$ cat config.mk
export PLATFORM = sky130hd
export DESIGN_NAME = eulr_front
export DESIGN_NICKNAME = d
export VERILOG_FILES = /design/src/rtl/eulr_pkg.sv /design/src/rtl/eulr_front.sv
export SDC_FILE = /design/constraint.sdc
export NUM_CORES = 2
export LEC_CHECK = 0
export BUFFER_PORTS_ARGS = -buffer_cell sky130_fd_sc_hd__buf_2
export CAP_MARGIN = 20
export CORE_ASPECT_RATIO = 0.7
export CORE_UTILIZATION = 45
export DETAILED_ROUTE_END_ITERATION = 6
export SYNTH_ARGS = -nofsm -noshare
export SYNTH_HDL_FRONTEND = slang
export SYNTH_SLANG_ARGS = --single-unit
$ cat constraint.sdc
create_clock -name clk -period 9.8 [get_ports clk]
set_clock_uncertainty 0.1 [all_clocks]
set_input_delay 0.49 -clock clk [delete_from_list [all_inputs] [get_ports clk]]
set_output_delay 0.49 -clock clk [all_outputs]
set_load 0.02 [all_outputs]
$ cat src/rtl/eulr_pkg.sv
package eulr_pkg;

  // Field widths
  localparam int RATE_BITS = 16;
  localparam int SRATE_BITS = 14;
  localparam int DEG_BITS = 9;
  localparam int OUT_BITS = 16;
  localparam int NUM_AXES = 3;

  // Fixed-point format of the sine table and the matrix entries
  localparam int FRAC_BITS = 14;
  localparam int PROD_BITS = FRAC_BITS + 4;
  localparam int SUM_BITS = PROD_BITS + 1;

  // One full turn in degrees
  localparam int DEG_TURN = 360;

  // Divider: two quotient bits per stage
  localparam int DIV_BITS_PER_STAGE = 2;
  localparam int DIV_STAGES = RATE_BITS / DIV_BITS_PER_STAGE;

  // Default queue depths
  localparam int MID_DEPTH_DEF = 16;
  localparam int OUT_DEPTH_DEF = 8;

  // Register map
  localparam logic [2:0] ADDR_SAMPLE_RATE = 3'h0;
  localparam logic [SRATE_BITS-1:0] SAMPLE_RATE_RESET = SRATE_BITS'(100);

  // round(16384 * sin(d)) for d = 0..90
  localparam logic [14:0] QSINE [0:90] = '{
    15'd0, 15'd286, 15'd572, 15'd857, 15'd1143, 15'd1428, 15'd1713, 15'd1997,
    15'd2280, 15'd2563, 15'd2845, 15'd3126, 15'd3406, 15'd3686, 15'd3964,
    15'd4240, 15'd4516, 15'd4790, 15'd5063, 15'd5334, 15'd5604, 15'd5871,
    15'd6138, 15'd6402, 15'd6664, 15'd6924, 15'd7182, 15'd7438, 15'd7692,
    15'd7943, 15'd8192, 15'd8438, 15'd8682, 15'd8923, 15'd9162, 15'd9397,
    15'd9630, 15'd9860, 15'd10087, 15'd10311, 15'd10531, 15'd10749, 15'd10963,
    15'd11174, 15'd11381, 15'd11585, 15'd11786, 15'd11982, 15'd12176, 15'd12365,
    15'd12551, 15'd12733, 15'd12911, 15'd13085, 15'd13255, 15'd13421, 15'd13583,
    15'd13741, 15'd13894, 15'd14044, 15'd14189, 15'd14330, 15'd14466, 15'd14598,
    15'd14726, 15'd14849, 15'd14968, 15'd15082, 15'd15191, 15'd15296, 15'd15396,
    15'd15491, 15'd15582, 15'd15668, 15'd15749, 15'd15826, 15'd15897, 15'd15964,
    15'd16026, 15'd16083, 15'd16135, 15'd16182, 15'd16225, 15'd16262, 15'd16294,
    15'd16322, 15'd16344, 15'd16361, 15'd16374, 15'd16382, 15'd16384
  };

  // Divider lane: sign of the quotient, partial remainder, dividend/quotient
  typedef struct packed {
    logic neg;
    logic [SRATE_BITS-1:0] rem;
    logic [RATE_BITS-1:0] acc;
  } div_lane_t;

  // Wrapped whole-degree angles handed from front to back
  typedef struct packed {
    logic [DEG_BITS-1:0] roll;
    logic [DEG_BITS-1:0] pitch;
    logic [DEG_BITS-1:0] yaw;
  } angles_t;

  // One result transfer
  typedef struct packed {
    logic signed [OUT_BITS-1:0] m00;
    logic signed [OUT_BITS-1:0] m01;
    logic signed [OUT_BITS-1:0] m02;
    logic signed [OUT_BITS-1:0] m10;
    logic signed [OUT_BITS-1:0] m11;
    logic signed [OUT_BITS-1:0] m12;
    logic signed [OUT_BITS-1:0] m20;
    logic signed [OUT_BITS-1:0] m21;
    logic signed [OUT_BITS-1:0] m22;
  } result_t;

  // One restoring division step
  function automatic div_lane_t div_step(div_lane_t x, logic [SRATE_BITS-1:0] dvs);
    logic [SRATE_BITS:0] trial;
    div_lane_t y;
    y = x;
    trial = {x.rem, x.acc[RATE_BITS-1]};
    y.acc = {x.acc[RATE_BITS-2:0], 1'b0};
    if (trial >= {1'b0, dvs}) begin
      y.rem = SRATE_BITS'(trial - {1'b0, dvs});
      y.acc[0] = 1'b1;
    end else begin
      y.rem = trial[SRATE_BITS-1:0];
    end
    return y;
  endfunction

  function automatic div_lane_t div_stage(div_lane_t x, logic [SRATE_BITS-1:0] dvs);
    div_lane_t y;
    y = x;
    for (int i = 0; i < DIV_BITS_PER_STAGE; i++) begin
      y = div_step(y, dvs);
    end
    return y;
  endfunction

  // Strip multiples of 64..8 turns: result below 8 turns
  function automatic logic [11:0] mod_turn_hi(logic [RATE_BITS-1:0] q);
    logic [RATE_BITS-1:0] v;
    v = q;
    for (int k = 6; k >= 3; k--) begin
      if (v >= RATE_BITS'(DEG_TURN << k)) v = v - RATE_BITS'(DEG_TURN << k);
    end
    return v[11:0];
  endfunction

  // Strip the last turns and fold a negative quotient back into 0..359
  function automatic logic [DEG_BITS-1:0] mod_turn_lo(logic [11:0] q, logic neg);
    logic [11:0] v;
    logic [DEG_BITS-1:0] r;
    v = q;
    for (int k = 2; k >= 0; k--) begin
      if (v >= 12'(DEG_TURN << k)) v = v - 12'(DEG_TURN << k);
    end
    r = v[DEG_BITS-1:0];
    if (neg && (r != '0)) r = DEG_BITS'(DEG_TURN) - r;
    return r;
  endfunction

  // Sine of a whole degree 0..359 in Q1.14
  function automatic logic signed [PROD_BITS-1:0] sin_deg(logic [DEG_BITS-1:0] d);
    logic [6:0] idx;
    logic neg;
    logic signed [PROD_BITS-1:0] mag;
    if (d <= 9'd90) begin
      idx = 7'(d);
      neg = 1'b0;
    end else if (d <= 9'd180) begin
      idx = 7'(9'd180 - d);
      neg = 1'b0;
    end else if (d <= 9'd270) begin
      idx = 7'(d - 9'd180);
      neg = 1'b1;
    end else begin
      idx = 7'(9'd360 - d);
      neg = 1'b1;
    end
    mag = PROD_BITS'(QSINE[idx]);
    return neg ? -mag : mag;
  endfunction

  function automatic logic signed [PROD_BITS-1:0] cos_deg(logic [DEG_BITS-1:0] d);
    logic [DEG_BITS-1:0] e;
    e = (d >= 9'd270) ? (d - 9'd270) : (d + 9'd90);
    return sin_deg(e);
  endfunction

  // Product with arithmetic shift right (rounds toward minus infinity)
  function automatic logic signed [PROD_BITS-1:0] qmul(logic signed [PROD_BITS-1:0] a,
                                                       logic signed [PROD_BITS-1:0] b);
    logic signed [2*PROD_BITS-1:0] p;
    p = a * b;
    return PROD_BITS'(p >>> FRAC_BITS);
  endfunction

  // Saturate to +-1.0
  function automatic logic signed [OUT_BITS-1:0] qsat(logic signed [SUM_BITS-1:0] v);
    logic signed [SUM_BITS-1:0] one;
    one = SUM_BITS'(1) <<< FRAC_BITS;
    if (v > one) return OUT_BITS'(one);
    if (v < -one) return OUT_BITS'(-one);
    return OUT_BITS'(v);
  endfunction

endpackage

$ cat src/rtl/eulr_front.sv
module eulr_front
  import eulr_pkg::*;
(
  input  logic                         clk,
  input  logic                         rst,
  input  logic                         in_valid,
  input  logic signed [RATE_BITS-1:0]  roll_rate,
  input  logic signed [RATE_BITS-1:0]  pitch_rate,
  input  logic signed [RATE_BITS-1:0]  yaw_rate,
  input  logic [SRATE_BITS-1:0]        divisor,
  output logic                         out_valid,
  output angles_t                      out_angles
);

  // Capture, divider stages, two modulo stages
  localparam int LAT = 1 + DIV_STAGES + 2;

  logic [LAT-1:0] vld;
  div_lane_t lane [DIV_STAGES+1][NUM_AXES];
  logic [11:0] part [NUM_AXES];
  logic part_neg [NUM_AXES];
  logic [DEG_BITS-1:0] deg [NUM_AXES];
  logic signed [RATE_BITS-1:0] rate_in [NUM_AXES];

  assign rate_in[0] = roll_rate;
  assign rate_in[1] = pitch_rate;
  assign rate_in[2] = yaw_rate;

  // Valid shift line
  always_ff @(posedge clk) begin
    if (rst) begin
      vld <= '0;
    end else begin
      vld <= {vld[LAT-2:0], in_valid};
    end
  end

  // Capture sign and magnitude of each rate, then the divider pipeline,
  // truncating toward zero on magnitudes
  always_ff @(posedge clk) begin
    for (int a = 0; a < NUM_AXES; a++) begin
      lane[0][a].neg <= rate_in[a][RATE_BITS-1];
      lane[0][a].rem <= '0;
      lane[0][a].acc <= rate_in[a][RATE_BITS-1] ? RATE_BITS'(-rate_in[a])
                                                : RATE_BITS'(rate_in[a]);
    end
    for (int s = 0; s < DIV_STAGES; s++) begin
      for (int a = 0; a < NUM_AXES; a++) begin
        lane[s+1][a] <= div_stage(lane[s][a], divisor);
      end
    end
  end

  // Wrap into one turn
  always_ff @(posedge clk) begin
    for (int a = 0; a < NUM_AXES; a++) begin
      part[a] <= mod_turn_hi(lane[DIV_STAGES][a].acc);
      part_neg[a] <= lane[DIV_STAGES][a].neg;
      deg[a] <= mod_turn_lo(part[a], part_neg[a]);
    end
  end

  assign out_valid = vld[LAT-1];
  assign out_angles.roll = deg[0];
  assign out_angles.pitch = deg[1];
  assign out_angles.yaw = deg[2];

endmodule

==> results.md <==
* Max Root-Sink Buffers at 3
* Cell mode on critical path: o21ai_0
* Final Hold Fails at 0
* Vias after detailed routing at 45036
* Routed len/inst at 17.5 um
* Via density at 5.54
* Worst-case vdd ir drop at 0.184 mV
* Status: finished clean
* Vias in the first global route at 41031
* Post-route DRC at 0
* Crit-path slowest cell: o221ai_2
* IO buf count at 92
* First-pass GRT wire length at 226 mm
* Combinational share of power at 48.8%
* Root Buffer: clkbuf_16
* Total grt overflow at 0
* First drt pass iteration count at 6
* Number of routed nets with antenna violations at 0
* Design Power at 15.5 mW
* Sequential Power Share at 28.4%
* Setup TNS at 0 ns
* H-tree lvl count at 3
* Die width at 421 um
* Worst Path Required at 10.29 ns
* Min-Delay Path Class: reg -> reg
* Startpoint types: input pin
* GRT Overall Usage at 22.3%
* Seq/Total Area, Yosys at 30.0%
* Synth Warn # at 0
* Die area at 125000 um^2
* Clock power share at 22.8%
* CTS tree: built
* Max Fclk at 0.131 GHz
* Num ports at 93
* Row count at 107
* Buf/Inv on CP at 4
* Maxcap violations at 0
* Int Power at 9.58 mW
* Pins over their slew limit at 0
* Largest net degree at the start of global routing at 33
* Worst slew margin at 25.1%
* Pwr/cell area at 252 nW/um^2
* Crit path capture type: flip-flop
* Share of layout cells above drive strength 1 at 12.0%
* CTS resizes at 0
* Worst-Margin Slew at 1.12 ns
* Area Growth Syn to Fin at 10.9%
* Clock Latency Late Sink at 0.70 ns
* Die span in y at 296 um
* Ys flop type: dfxtp_1
* Min cycle time layout at 7.63 ns
* Routed WL at 143 mm
* Starting Density at 45.5%
* Sw Pwr at 5.91 mW
* WS Path Type: in -> reg
* Arrival @ worst endpoint at 8.12 ns
* HPWL after DPL at 108 mm
* Initial antenna violation count at 4
* Leak at 27.7 nW
* Final period util at 77.9%
* CTS Sinks at 830
* Worst path max stage delay at 0.85 ns
* CP delay by family, top: compound AO/OA/AOI/OAI gates
* Number of synthesized flops with an enable pin at 0
* Syn Inst Count at 6271
* Synth Net Count at 7026
* FF+latch count, synth at 830
* Initial DRC count at 3477
* Final setup violation count at 0
* Fin nets at 7182
* Final GP Congestion at 0.886
* Synthesized area at 55400 um^2
* Async SR Flop Fraction at 0%
* CP max FO at 30
* Synth cell types at 108
* Switching share of power at 38.2%
* Clock-pin slew on the worst setup and hold paths at 0.07 ns
* TritonCTS Buffers at 86
* Post-CTS Setup Bufs at 0
* RSZ-0062 raised after global routing: false
* Mean Syn Cell Area at 8.84 um^2
* Core area at 122000 um^2
## timing repair
action / in CTS / in global routing
hold buffers: 57 / 0
setup endpoints to repair: 0 / 0
endpoints found under the hold margin: 61 / 0
## power by group through the flow
| stage | clock (mW) | combinational [mW] | sequential, mW |
|---|---|---|---|
| after floorplan | 0 | 5.94 | 4.33 |
| after global placement | 0 | 7.30 | 4.46 |
| after detailed placement | 0 | 7.41 | 4.46 |
| after CTS | 3.62 | 7.49 | 4.40 |
| after global routing | 3.76 | 8.46 | 4.46 |
| final | 3.53 | 7.56 | 4.39 |
## stage by stage
stage          setup slack, ns  instance area [um^2]  utilization [%]  hold slack, ns  std cells
3_5_place_dp              1.62                 57800             47.4           0.212       7915
4_1_cts                   2.35                 61400             50.4           0.204       8129
2_1_floorplan            0.954                 55400                -           0.210       6271
6_report                  2.17                 61500             50.4           0.211       8134
5_1_grt                   1.53                 61400             50.4           0.210       8131
3_3_place_gp              1.71                 57800             47.4           0.210       7915
## worst paths after layout
kind	from	endpoint	slack [ns]	cells after the start
worst max-delay path	divisor[1]	lane[3][26]	2.17	29
worst min-delay path	lane[5][9]	lane[6][11]	0.21	0
worst max register to register	lane[5][47]	lane[6][57]	2.33	29
worst min register to register	lane[5][9]	lane[6][11]	0.21	0
## sequential cells by signal (all words and copies together), names as in the netlist
name      flops
part_neg      3
part         36
deg          27
vld          11
lane        753
## worst reg2reg max path, delay by kind of cell, from the launching register on
family,cells,cell delay (ns)
simple gates,4,1.22
buf+inv,2,0.30
flops,1,0.39
compound gates,19,4.08
fa+ha+maj,2,0.49
mux,2,0.80
## final cells by class
class | count | area [um^2]
fill | 11438 | 60400
multi-input combinational | 4837 | 36500
sequential | 830 | 16600
clock buffer | 103 | 2300
tap | 1635 | 2050
inverter | 466 | 1750
timing repair buffer | 206 | 1510
clock inverter | 54 | 758
antenna | 3 | 7.51
## kinds of logic (layout without fill, tap and decap cells)
kind of cell    after synthesis  after routing  synth area share, %
mux                         467            467                 9.31
other cells                   0              3                    0
fa+ha+maj                   697            697                 16.3
simple gates               1585           1585                 14.1
compound gates             1619           1619                 18.6
flops                       830            830                 30.0
buf+inv                     604            829                 4.26
xor+xnor                    469            469                 7.41
## Yosys cell counts (62+ instances only)
| cell type | count | area, um^2 |
|---|---|---|
| nor3_1 | 99 | 495 |
| inv_1 | 466 | 1750 |
| nor2b_1 | 118 | 738 |
| a21boi_0 | 90 | 676 |
| o21ai_0 | 429 | 2150 |
| ha_1 | 648 | 8110 |
| nand2b_1 | 88 | 551 |
| o21a_1 | 62 | 465 |
| clkbuf_1 | 95 | 357 |
| mux2_2 | 383 | 4310 |
| dfxtp_1 | 830 | 16600 |
| nand4_1 | 126 | 788 |
| xor2_1 | 108 | 946 |
| nand2_1 | 362 | 1360 |
| a21oi_1 | 458 | 2290 |
| a21o_1 | 131 | 983 |
| xnor2_1 | 361 | 3160 |
| mux2i_1 | 81 | 811 |
| nor2_1 | 472 | 1770 |
## routing by layer
layer / vias up / wire length [um] / share of wire (%) / global-route usage [%]
li1: 22882 / - / - / -
met1: 20909 / 76700 / 54 / 35.1
met2: 1095 / 54900 / 38 / 31.0
met3: 150 / 8570 / 6.0 / 3.53
met4: 0 / 2530 / 1.8 / 4.84
met5: - / 0 / 0 / 0
## cell usage in the layout, fill, tap and decap left out, types with 42 or more instances in the layout
master	count
a21boi_0	90
a21o_1	131
a21oi_1	457
and3_1	51
buf_2	92
buf_4	53
clkbuf_16	87
dfxtp_1	830
dlygate4sd3_1	57
fa_1	42
ha_1	648
inv_1	453
mux2_2	383
mux2i_1	81
nand2_1	362
nand2b_1	88
nand4_1	126
nor2_1	472
nor2b_1	118
nor3_1	98
nor4_1	57
o21a_1	62
o21ai_0	429
o21bai_1	57
o31ai_1	53
xnor2_1	361
xor2_1	108
(Power assumes the default switching activity.)
