===== src/rtl/eulr_pkg.sv =====
package eulr_pkg;

  // Field widths
  localparam int RATE_BITS = 16;
  localparam int SRATE_BITS = 14;
  localparam int DEG_BITS = 9;
  localparam int OUT_BITS = 16;
  localparam int NUM_AXES = 3;

  // Fixed-point format of the sine table and the matrix entries
  localparam int FRAC_BITS = 14;
  localparam int PROD_BITS = FRAC_BITS + 4;
  localparam int SUM_BITS = PROD_BITS + 1;

  // One full turn in degrees
  localparam int DEG_TURN = 360;

  // Divider: two quotient bits per stage
  localparam int DIV_BITS_PER_STAGE = 2;
  localparam int DIV_STAGES = RATE_BITS / DIV_BITS_PER_STAGE;

  // Default queue depths
  localparam int MID_DEPTH_DEF = 16;
  localparam int OUT_DEPTH_DEF = 8;

  // Register map
  localparam logic [2:0] ADDR_SAMPLE_RATE = 3'h0;
  localparam logic [SRATE_BITS-1:0] SAMPLE_RATE_RESET = SRATE_BITS'(100);

  // round(16384 * sin(d)) for d = 0..90
  localparam logic [14:0] QSINE [0:90] = '{
    15'd0, 15'd286, 15'd572, 15'd857, 15'd1143, 15'd1428, 15'd1713, 15'd1997,
    15'd2280, 15'd2563, 15'd2845, 15'd3126, 15'd3406, 15'd3686, 15'd3964,
    15'd4240, 15'd4516, 15'd4790, 15'd5063, 15'd5334, 15'd5604, 15'd5871,
    15'd6138, 15'd6402, 15'd6664, 15'd6924, 15'd7182, 15'd7438, 15'd7692,
    15'd7943, 15'd8192, 15'd8438, 15'd8682, 15'd8923, 15'd9162, 15'd9397,
    15'd9630, 15'd9860, 15'd10087, 15'd10311, 15'd10531, 15'd10749, 15'd10963,
    15'd11174, 15'd11381, 15'd11585, 15'd11786, 15'd11982, 15'd12176, 15'd12365,
    15'd12551, 15'd12733, 15'd12911, 15'd13085, 15'd13255, 15'd13421, 15'd13583,
    15'd13741, 15'd13894, 15'd14044, 15'd14189, 15'd14330, 15'd14466, 15'd14598,
    15'd14726, 15'd14849, 15'd14968, 15'd15082, 15'd15191, 15'd15296, 15'd15396,
    15'd15491, 15'd15582, 15'd15668, 15'd15749, 15'd15826, 15'd15897, 15'd15964,
    15'd16026, 15'd16083, 15'd16135, 15'd16182, 15'd16225, 15'd16262, 15'd16294,
    15'd16322, 15'd16344, 15'd16361, 15'd16374, 15'd16382, 15'd16384
  };

  // Divider lane: sign of the quotient, partial remainder, dividend/quotient
  typedef struct packed {
    logic neg;
    logic [SRATE_BITS-1:0] rem;
    logic [RATE_BITS-1:0] acc;
  } div_lane_t;

  // Wrapped whole-degree angles handed from front to back
  typedef struct packed {
    logic [DEG_BITS-1:0] roll;
    logic [DEG_BITS-1:0] pitch;
    logic [DEG_BITS-1:0] yaw;
  } angles_t;

  // One result transfer
  typedef struct packed {
    logic signed [OUT_BITS-1:0] m00;
    logic signed [OUT_BITS-1:0] m01;
    logic signed [OUT_BITS-1:0] m02;
    logic signed [OUT_BITS-1:0] m10;
    logic signed [OUT_BITS-1:0] m11;
    logic signed [OUT_BITS-1:0] m12;
    logic signed [OUT_BITS-1:0] m20;
    logic signed [OUT_BITS-1:0] m21;
    logic signed [OUT_BITS-1:0] m22;
  } result_t;

  // One restoring division step
  function automatic div_lane_t div_step(div_lane_t x, logic [SRATE_BITS-1:0] dvs);
    logic [SRATE_BITS:0] trial;
    div_lane_t y;
    y = x;
    trial = {x.rem, x.acc[RATE_BITS-1]};
    y.acc = {x.acc[RATE_BITS-2:0], 1'b0};
    if (trial >= {1'b0, dvs}) begin
      y.rem = SRATE_BITS'(trial - {1'b0, dvs});
      y.acc[0] = 1'b1;
    end else begin
      y.rem = trial[SRATE_BITS-1:0];
    end
    return y;
  endfunction

  function automatic div_lane_t div_stage(div_lane_t x, logic [SRATE_BITS-1:0] dvs);
    div_lane_t y;
    y = x;
    for (int i = 0; i < DIV_BITS_PER_STAGE; i++) begin
      y = div_step(y, dvs);
    end
    return y;
  endfunction

  // Strip multiples of 64..8 turns: result below 8 turns
  function automatic logic [11:0] mod_turn_hi(logic [RATE_BITS-1:0] q);
    logic [RATE_BITS-1:0] v;
    v = q;
    for (int k = 6; k >= 3; k--) begin
      if (v >= RATE_BITS'(DEG_TURN << k)) v = v - RATE_BITS'(DEG_TURN << k);
    end
    return v[11:0];
  endfunction

  // Strip the last turns and fold a negative quotient back into 0..359
  function automatic logic [DEG_BITS-1:0] mod_turn_lo(logic [11:0] q, logic neg);
    logic [11:0] v;
    logic [DEG_BITS-1:0] r;
    v = q;
    for (int k = 2; k >= 0; k--) begin
      if (v >= 12'(DEG_TURN << k)) v = v - 12'(DEG_TURN << k);
    end
    r = v[DEG_BITS-1:0];
    if (neg && (r != '0)) r = DEG_BITS'(DEG_TURN) - r;
    return r;
  endfunction

  // Sine of a whole degree 0..359 in Q1.14
  function automatic logic signed [PROD_BITS-1:0] sin_deg(logic [DEG_BITS-1:0] d);
    logic [6:0] idx;
    logic neg;
    logic signed [PROD_BITS-1:0] mag;
    if (d <= 9'd90) begin
      idx = 7'(d);
      neg = 1'b0;
    end else if (d <= 9'd180) begin
      idx = 7'(9'd180 - d);
      neg = 1'b0;
    end else if (d <= 9'd270) begin
      idx = 7'(d - 9'd180);
      neg = 1'b1;
    end else begin
      idx = 7'(9'd360 - d);
      neg = 1'b1;
    end
    mag = PROD_BITS'(QSINE[idx]);
    return neg ? -mag : mag;
  endfunction

  function automatic logic signed [PROD_BITS-1:0] cos_deg(logic [DEG_BITS-1:0] d);
    logic [DEG_BITS-1:0] e;
    e = (d >= 9'd270) ? (d - 9'd270) : (d + 9'd90);
    return sin_deg(e);
  endfunction

  // Product with arithmetic shift right (rounds toward minus infinity)
  function automatic logic signed [PROD_BITS-1:0] qmul(logic signed [PROD_BITS-1:0] a,
                                                       logic signed [PROD_BITS-1:0] b);
    logic signed [2*PROD_BITS-1:0] p;
    p = a * b;
    return PROD_BITS'(p >>> FRAC_BITS);
  endfunction

  // Saturate to +-1.0
  function automatic logic signed [OUT_BITS-1:0] qsat(logic signed [SUM_BITS-1:0] v);
    logic signed [SUM_BITS-1:0] one;
    one = SUM_BITS'(1) <<< FRAC_BITS;
    if (v > one) return OUT_BITS'(one);
    if (v < -one) return OUT_BITS'(-one);
    return OUT_BITS'(v);
  endfunction

endpackage


===== src/rtl/eulr_queue.sv =====
module eulr_queue
  import eulr_pkg::*;
#(
  parameter int WIDTH = 8,
  parameter int DEPTH = 4
) (
  input  logic             clk,
  input  logic             rst,
  input  logic             push,
  input  logic [WIDTH-1:0] wdata,
  input  logic             pop,
  output logic [WIDTH-1:0] rdata,
  output logic             empty
);

  localparam int PTR_BITS = (DEPTH > 1) ? $clog2(DEPTH) : 1;
  localparam int CNT_BITS = $clog2(DEPTH + 1);

  logic [WIDTH-1:0] mem [DEPTH];
  logic [PTR_BITS-1:0] wr_ptr;
  logic [PTR_BITS-1:0] rd_ptr;
  logic [CNT_BITS-1:0] count;
  logic do_pop;

  assign empty = (count == '0);
  assign do_pop = pop && !empty;
  assign rdata = mem[rd_ptr];

  // Storage; space is guaranteed by the caller's credit count
  always_ff @(posedge clk) begin
    if (push) begin
      mem[wr_ptr] <= wdata;
    end
  end

  // Pointers and fill count
  always_ff @(posedge clk) begin
    if (rst) begin
      wr_ptr <= '0;
      rd_ptr <= '0;
      count <= '0;
    end else begin
      if (push) begin
        wr_ptr <= (wr_ptr == PTR_BITS'(DEPTH - 1)) ? '0 : wr_ptr + 1'b1;
      end
      if (do_pop) begin
        rd_ptr <= (rd_ptr == PTR_BITS'(DEPTH - 1)) ? '0 : rd_ptr + 1'b1;
      end
      count <= count + CNT_BITS'(push) - CNT_BITS'(do_pop);
    end
  end

endmodule


===== config.mk =====
export PLATFORM = sky130hd
export DESIGN_NAME = eulr_queue
export DESIGN_NICKNAME = d
export VERILOG_FILES = /design/src/rtl/eulr_pkg.sv /design/src/rtl/eulr_queue.sv
export SDC_FILE = /design/constraint.sdc
export NUM_CORES = 1
export LEC_CHECK = 0
export ABC_CLOCK_PERIOD_IN_PS = 2100
export BUFFER_PORTS_ARGS = -buffer_cell sky130_fd_sc_hd__buf_2
export CAP_MARGIN = 10
export CORE_ASPECT_RATIO = 1.25
export CORE_MARGIN = 2
export CORE_UTILIZATION = 50
export CTS_CLUSTER_DIAMETER = 30
export DETAILED_ROUTE_END_ITERATION = 16
export GPL_ROUTABILITY_DRIVEN = 0
export MAX_ROUTING_LAYER = met4
export PLACE_DENSITY_LB_ADDON = 0.15
export SLEW_MARGIN = 10
export SYNTH_ARGS = -nofsm -noshare
export SYNTH_HDL_FRONTEND = slang
export SYNTH_SLANG_ARGS = --single-unit

===== constraint.sdc =====
create_clock -name clk -period 2.1 [get_ports clk]
set_input_delay 0.42 -clock clk [delete_from_list [all_inputs] [get_ports clk]]
set_output_delay 0.42 -clock clk [all_outputs]
set_load 0.05 [all_outputs]

==> flow_metrics.env, run 1 <==
export IMPL_final_setup_tns_ns=0
export IMPL_htreeDepth=2
export IMPL_cts_tree="built"
export IMPL_ys_ff_latch=41
export IMPL_fmax_mhz=510
export IMPL_nNetsFinal=131
export IMPL_synth_nets=106
export IMPL_ctsRootBufferMaster="clkbuf_8"
export IMPL_firstDrtPassIters=3
export IMPL_critPathArrivalTime_ns=1.54
export IMPL_pre_cts_ws_ns=0.153
export IMPL_synth_compound_area_share_pct=0.849
export IMPL_grt_pass1_wl_mm=3.45
export IMPL_port_buffer_count=20
export IMPL_finalWirelength_mm=2.20
export IMPL_ant_nets=0
export IMPL_cp_end_kind="primary output"
export IMPL_synth_top_family_by_area="multiplexers"
export IMPL_final_util_pct=59.8
export IMPL_design_core_area_sq_mm=0.00317
export IMPL_ys_seq_area_share_pct=70.4
export IMPL_core_rowCount=23
export IMPL_syn_inst=86
export IMPL_setup_viol=0
export IMPL_grt_setup_unrepaired="false"
export IMPL_crit_path_start_kind="flip-flop"
export IMPL_grt_usage_pct=14.8
export IMPL_grt_pass1_vias=740
export IMPL_clkTransAtPathRegs_ns=0.07
export IMPL_drc=0
export IMPL_yosysWarnings=0
export IMPL_post_cts_buffers=0
export IMPL_p_leak_uw=0.000709
export IMPL_mostFrequentLayoutCell="edfxtp_1"
export IMPL_start_util_pct=51.2
export IMPL_die_w_um=54.9
export IMPL_cts_hold_buf=0
export IMPL_wire_per_inst_um=14.8
export IMPL_dr_first_iter_drc_count=26
export IMPL_synthAdderAreaFrac_pct=6.64
export IMPL_cellPowerDensity_mw_per_mm2=1250
export IMPL_peakVddDrop_mv=1.10
export IMPL_die_area_sq_mm=0.00371
export IMPL_grt_max_degree=14
export IMPL_layout_drive_gt1_share_pct=33.9
export IMPL_antenna_found_initial=0
export IMPL_synth_avg_cell_area_sq_um=18.8
export IMPL_cts_resized_gates=0
export IMPL_status="completed"
export IMPL_clockBufferDepth=2
export IMPL_skew_ns=0.00563
export IMPL_synth_cell_type_count=19
export IMPL_num_vias=750
export IMPL_clk_latency_ns=0.29
export IMPL_required_ns=1.68
export IMPL_synth_simple_area_share_pct=5.33
export IMPL_path_max_fanout=8
export IMPL_fin_crit_ns=1.96
export IMPL_min_path_type="in2reg"
export IMPL_num_antenna_cells=0
export IMPL_place_hpwl_mm=1.55
export IMPL_synth_xor_area_share_pct=1.39
export IMPL_maxSlewHeadroom_pct=70.6
export IMPL_synth_mux_area_share_pct=13.3
export IMPL_mostFrequentLayoutCells="edfxtp_1, buf_2, dfxtp_1, mux4_2, ha_1"
export IMPL_hold_viol=0
export IMPL_area_delta_synth_final_pct=16.8
export IMPL_finalWorstSetupSlack_ns=0.140
export IMPL_path_class="reg2out"
export IMPL_clock_sinks=41
export IMPL_die_height_um=67.6
export IMPL_io_pins=21
export IMPL_cts_buffers=5
export IMPL_via_per_inst=5.03
export IMPL_worst_pin_slew_ns=0.441
export IMPL_slew_viol_final=0
export IMPL_finalCritPeriodShare_pct=93.3
export IMPL_grt_overflow=0
export IMPL_syn_area_sq_mm=0.00162
export IMPL_fillers=243
export IMPL_cap_violations=0
==> per-stage QoR <==
stage | std cells | instance area, sq um | hold WS, ns | total power [uW]
floorplan | 86 | 1620 | 0.468 | 1550
global placement | 141 | 1760 | 0.503 | 1650
detailed placement | 141 | 1760 | 0.508 | 1670
CTS | 149 | 1890 | 0.329 | 2400
global route | 149 | 1890 | 0.335 | 2490
finish | 149 | 1890 | 0.340 | 2370
==> state kept, by name, summed over array words and instances (netlist names), named ones only <==
name / cells
rd_ptr: 2
mem: 32
wr_ptr: 2
count: 3
==> worst max-delay path, stage by stage, from the launching register on <==
cell and delay, ns:
dfxtp_1 0.31, buf_4 0.20, mux4_2 0.51, buf_2 0.22
==> logic make-up after synthesis <==
family,Yosys count
compound gates,2
flops,41
xor+xnor,1
buf+inv,8
fa+ha+maj,8
simple gates,15
mux,11
==> path summary, 6_finish.rpt <==
check	start	to	slack, ns	cells past startpoint
worst min register to register	rd_ptr[1]$_SDFFE_PP0N_	flip-flop	0.51	2
worst max-delay path	flip-flop	rdata[0]	0.14	3
worst min-delay path	wdata[1]	mem[2][1]$_DFFE_PP_	0.34	1
worst max register to register	count[1]$_SDFF_PP0_	count[2]$_SDFF_PP0_	0.16	8
==> synth_stat cells <==
cell      number  area, sq um
nor2b_1        2         12.5
mux2_4         1         15.0
fa_1           1         20.0
ha_1           7         87.6
nor2_1         3         11.3
edfxtp_1      32          961
xnor3_1        1         22.5
mux2i_1        2         20.0
and2_1         4         25.0
clkbuf_1       2         7.51
inv_1          5         18.8
nor3_1         2         10.0
mux4_2         8          180
buf_4          1         7.51
o31a_1         1         8.76
nand2b_1       3         18.8
or3b_1         1         8.76
dfxtp_1        9          180
a21oi_1        1         5.00
==> layer usage <==
metal  vias up  GRT usage, %  wire, um
met2        19          22.8      1110
met1       354          16.0       888
met4         0          7.32        44
met5         -             -         0
met3         5          6.86       164
li1        372             -         -
==> report_power, final <==
| group | internal (uW) | switching, uW | leakage [uW] |
|---|---|---|---|
| Combinational | 253 | 390 | 0.000273 |
| Sequential | 949 | 49.4 | 0.000368 |
| Clock | 472 | 254 | 0.0000681 |
==> area by class of cell <==
cell class              instances  area (sq um)  share of cell area, %
multi-input cells              37           445                   23.5
flip-flops and latches         41          1140                   60.3
inverters                       5          18.8                  0.991
clock inverters                 3          65.1                   3.44
well taps                      37          46.3                   2.45
clock buffers                   5          68.8                   3.64
repair buffers                 21           108                   5.68
(Power assumes the default switching activity.)
==> inputs of run 2 (changes only) <==
ABC_CLOCK_PERIOD_IN_PS = 2300   (was 2100)
clock period = 2.3 ns   (was 2.1 ns; I/O delays follow)
==> flow_metrics.env, run 2 (synthesis gave the netlist of run 1 again) <==
export IMPL_finalWirelength_mm=2.39
export IMPL_dr_first_iter_drc_count=21
export IMPL_clockBufferDepth=2
export IMPL_clk_latency_ns=0.29
export IMPL_start_util_pct=51.2
export IMPL_min_path_type="in2reg"
export IMPL_hold_viol=0
export IMPL_layout_drive_gt1_share_pct=33.9
export IMPL_drc=0
export IMPL_largest_reg_flops=32
export IMPL_slew_viol_final=0
export IMPL_cap_violations=0
export IMPL_cts_resized_gates=0
export IMPL_grt_usage_pct=16.2
export IMPL_peakVddDrop_mv=0.883
export IMPL_antenna_found_initial=0
export IMPL_cts_hold_buf=0
export IMPL_grt_pass1_vias=806
export IMPL_met1_usage_pct=14.9
export IMPL_cp_end_kind="primary output"
export IMPL_setup_viol=0
export IMPL_ctsRootBufferMaster="clkbuf_8"
export IMPL_status="completed"
export IMPL_core_rowCount=23
export IMPL_critPathBufInv=2
export IMPL_critPathArrivalTime_ns=1.55
export IMPL_clkTransAtPathRegs_ns=0.08
export IMPL_cp_slowest_cell="mux4_2"
export IMPL_use_met2_pct=26.6
export IMPL_grt_overflow=0
export IMPL_num_vias=777
export IMPL_fin_crit_ns=2.01
export IMPL_regMostFlops="mem"
export IMPL_area_delta_synth_final_pct=15.3
export IMPL_fmax_mhz=498
export IMPL_firstDrtPassIters=4
export IMPL_via_per_inst=5.21
export IMPL_cts_buffers=5
export IMPL_required_ns=1.84
export IMPL_mostFrequentLayoutCell="edfxtp_1"
export IMPL_io_pins=21
export IMPL_mostFrequentLayoutCells="edfxtp_1, buf_2, dfxtp_1, mux4_2, ha_1"
export IMPL_place_hpwl_mm=1.66
export IMPL_gr_usage_met3_pct=7.08
export IMPL_final_setup_tns_ns=0
export IMPL_wire_per_inst_um=16.1
export IMPL_num_antenna_cells=0
export IMPL_die_area_sq_mm=0.00371
export IMPL_htreeDepth=2
export IMPL_finalCritPeriodShare_pct=87.3
export IMPL_cts_tree="built"
export IMPL_grt_pass1_wl_mm=3.68
export IMPL_final_util_pct=59.0
export IMPL_path_class="reg2out"
export IMPL_cellPowerDensity_mw_per_mm2=1090
export IMPL_skew_ns=0.00551
export IMPL_critPathMaxStageDelay_ns=0.51
export IMPL_design_core_area_sq_mm=0.00317
export IMPL_grt_busiest_layer="met2"
export IMPL_worstPathCellList="buf_4 -> mux4_2 -> buf_2"
export IMPL_critPathTopFamily="multiplexers"
export IMPL_worst_pin_slew_ns=0.470
export IMPL_die_w_um=54.9
export IMPL_p_leak_uw=0.000698
export IMPL_grt_max_degree=15
export IMPL_crit_path_start_kind="flip-flop"
export IMPL_port_buffer_count=20
export IMPL_fillers=250
export IMPL_post_cts_buffers=0
export IMPL_path_max_fanout=8
export IMPL_grt_setup_unrepaired="false"
export IMPL_die_height_um=67.6
export IMPL_nNetsFinal=131
export IMPL_ant_nets=0
export IMPL_reg_top3="mem: 32 flops, count: 3 flops"
export IMPL_clock_sinks=41
export IMPL_maxSlewHeadroom_pct=68.7
## run 2: power by group
part,internal (uW),leakage (uW),switching [uW]
clock network,282,0.0000569,245
logic,233,0.000273,360
registers,866,0.000368,47.9
## run 2: metrics by stage
stage	cells	hold slack, ns	power [uW]	instance area, sq um	setup slack (ns)
after detailed placement	141	0.500	1530	1760	0.278
after floorplan	86	0.468	1410	1620	0.408
final	149	0.381	2030	1870	0.292
after global routing	149	0.365	2150	1870	0.193
after CTS	149	0.365	2070	1870	0.249
after global placement	141	0.504	1510	1760	0.382
## run 2: path summary, 6_finish.rpt
kind                                       endpoint  slack, ns                   start  depth (start not counted)
worst min-delay path            mem[0][6]$_DFFE_PP_       0.38                wdata[6]                          1
worst min register to register            flip-flop       0.51  rd_ptr[1]$_SDFFE_PP0N_                          2
worst max-delay path                       rdata[3]       0.29               flip-flop                          3
worst max register to register  count[2]$_SDFF_PP0_       0.33     count[1]$_SDFF_PP0_                          8
## run 2: cell type report
class	instances	area, sq um	share of cell area (%)
Clock buffer	6	93.8	5.02
Sequential cell	41	1140	61.1
Timing Repair Buffer	21	108	5.76
Inverter	5	18.8	1.00
Clock inverter	2	15.0	0.804
Tap cell	37	46.3	2.48
Multi-Input combinational cell	37	445	23.8
## run 2: metal layers
layer,vias up,share of wire [%]
met2,20,55
met4,0,2.4
met3,6,5.4
met1,376,37
met5,-,0
li1,375,-
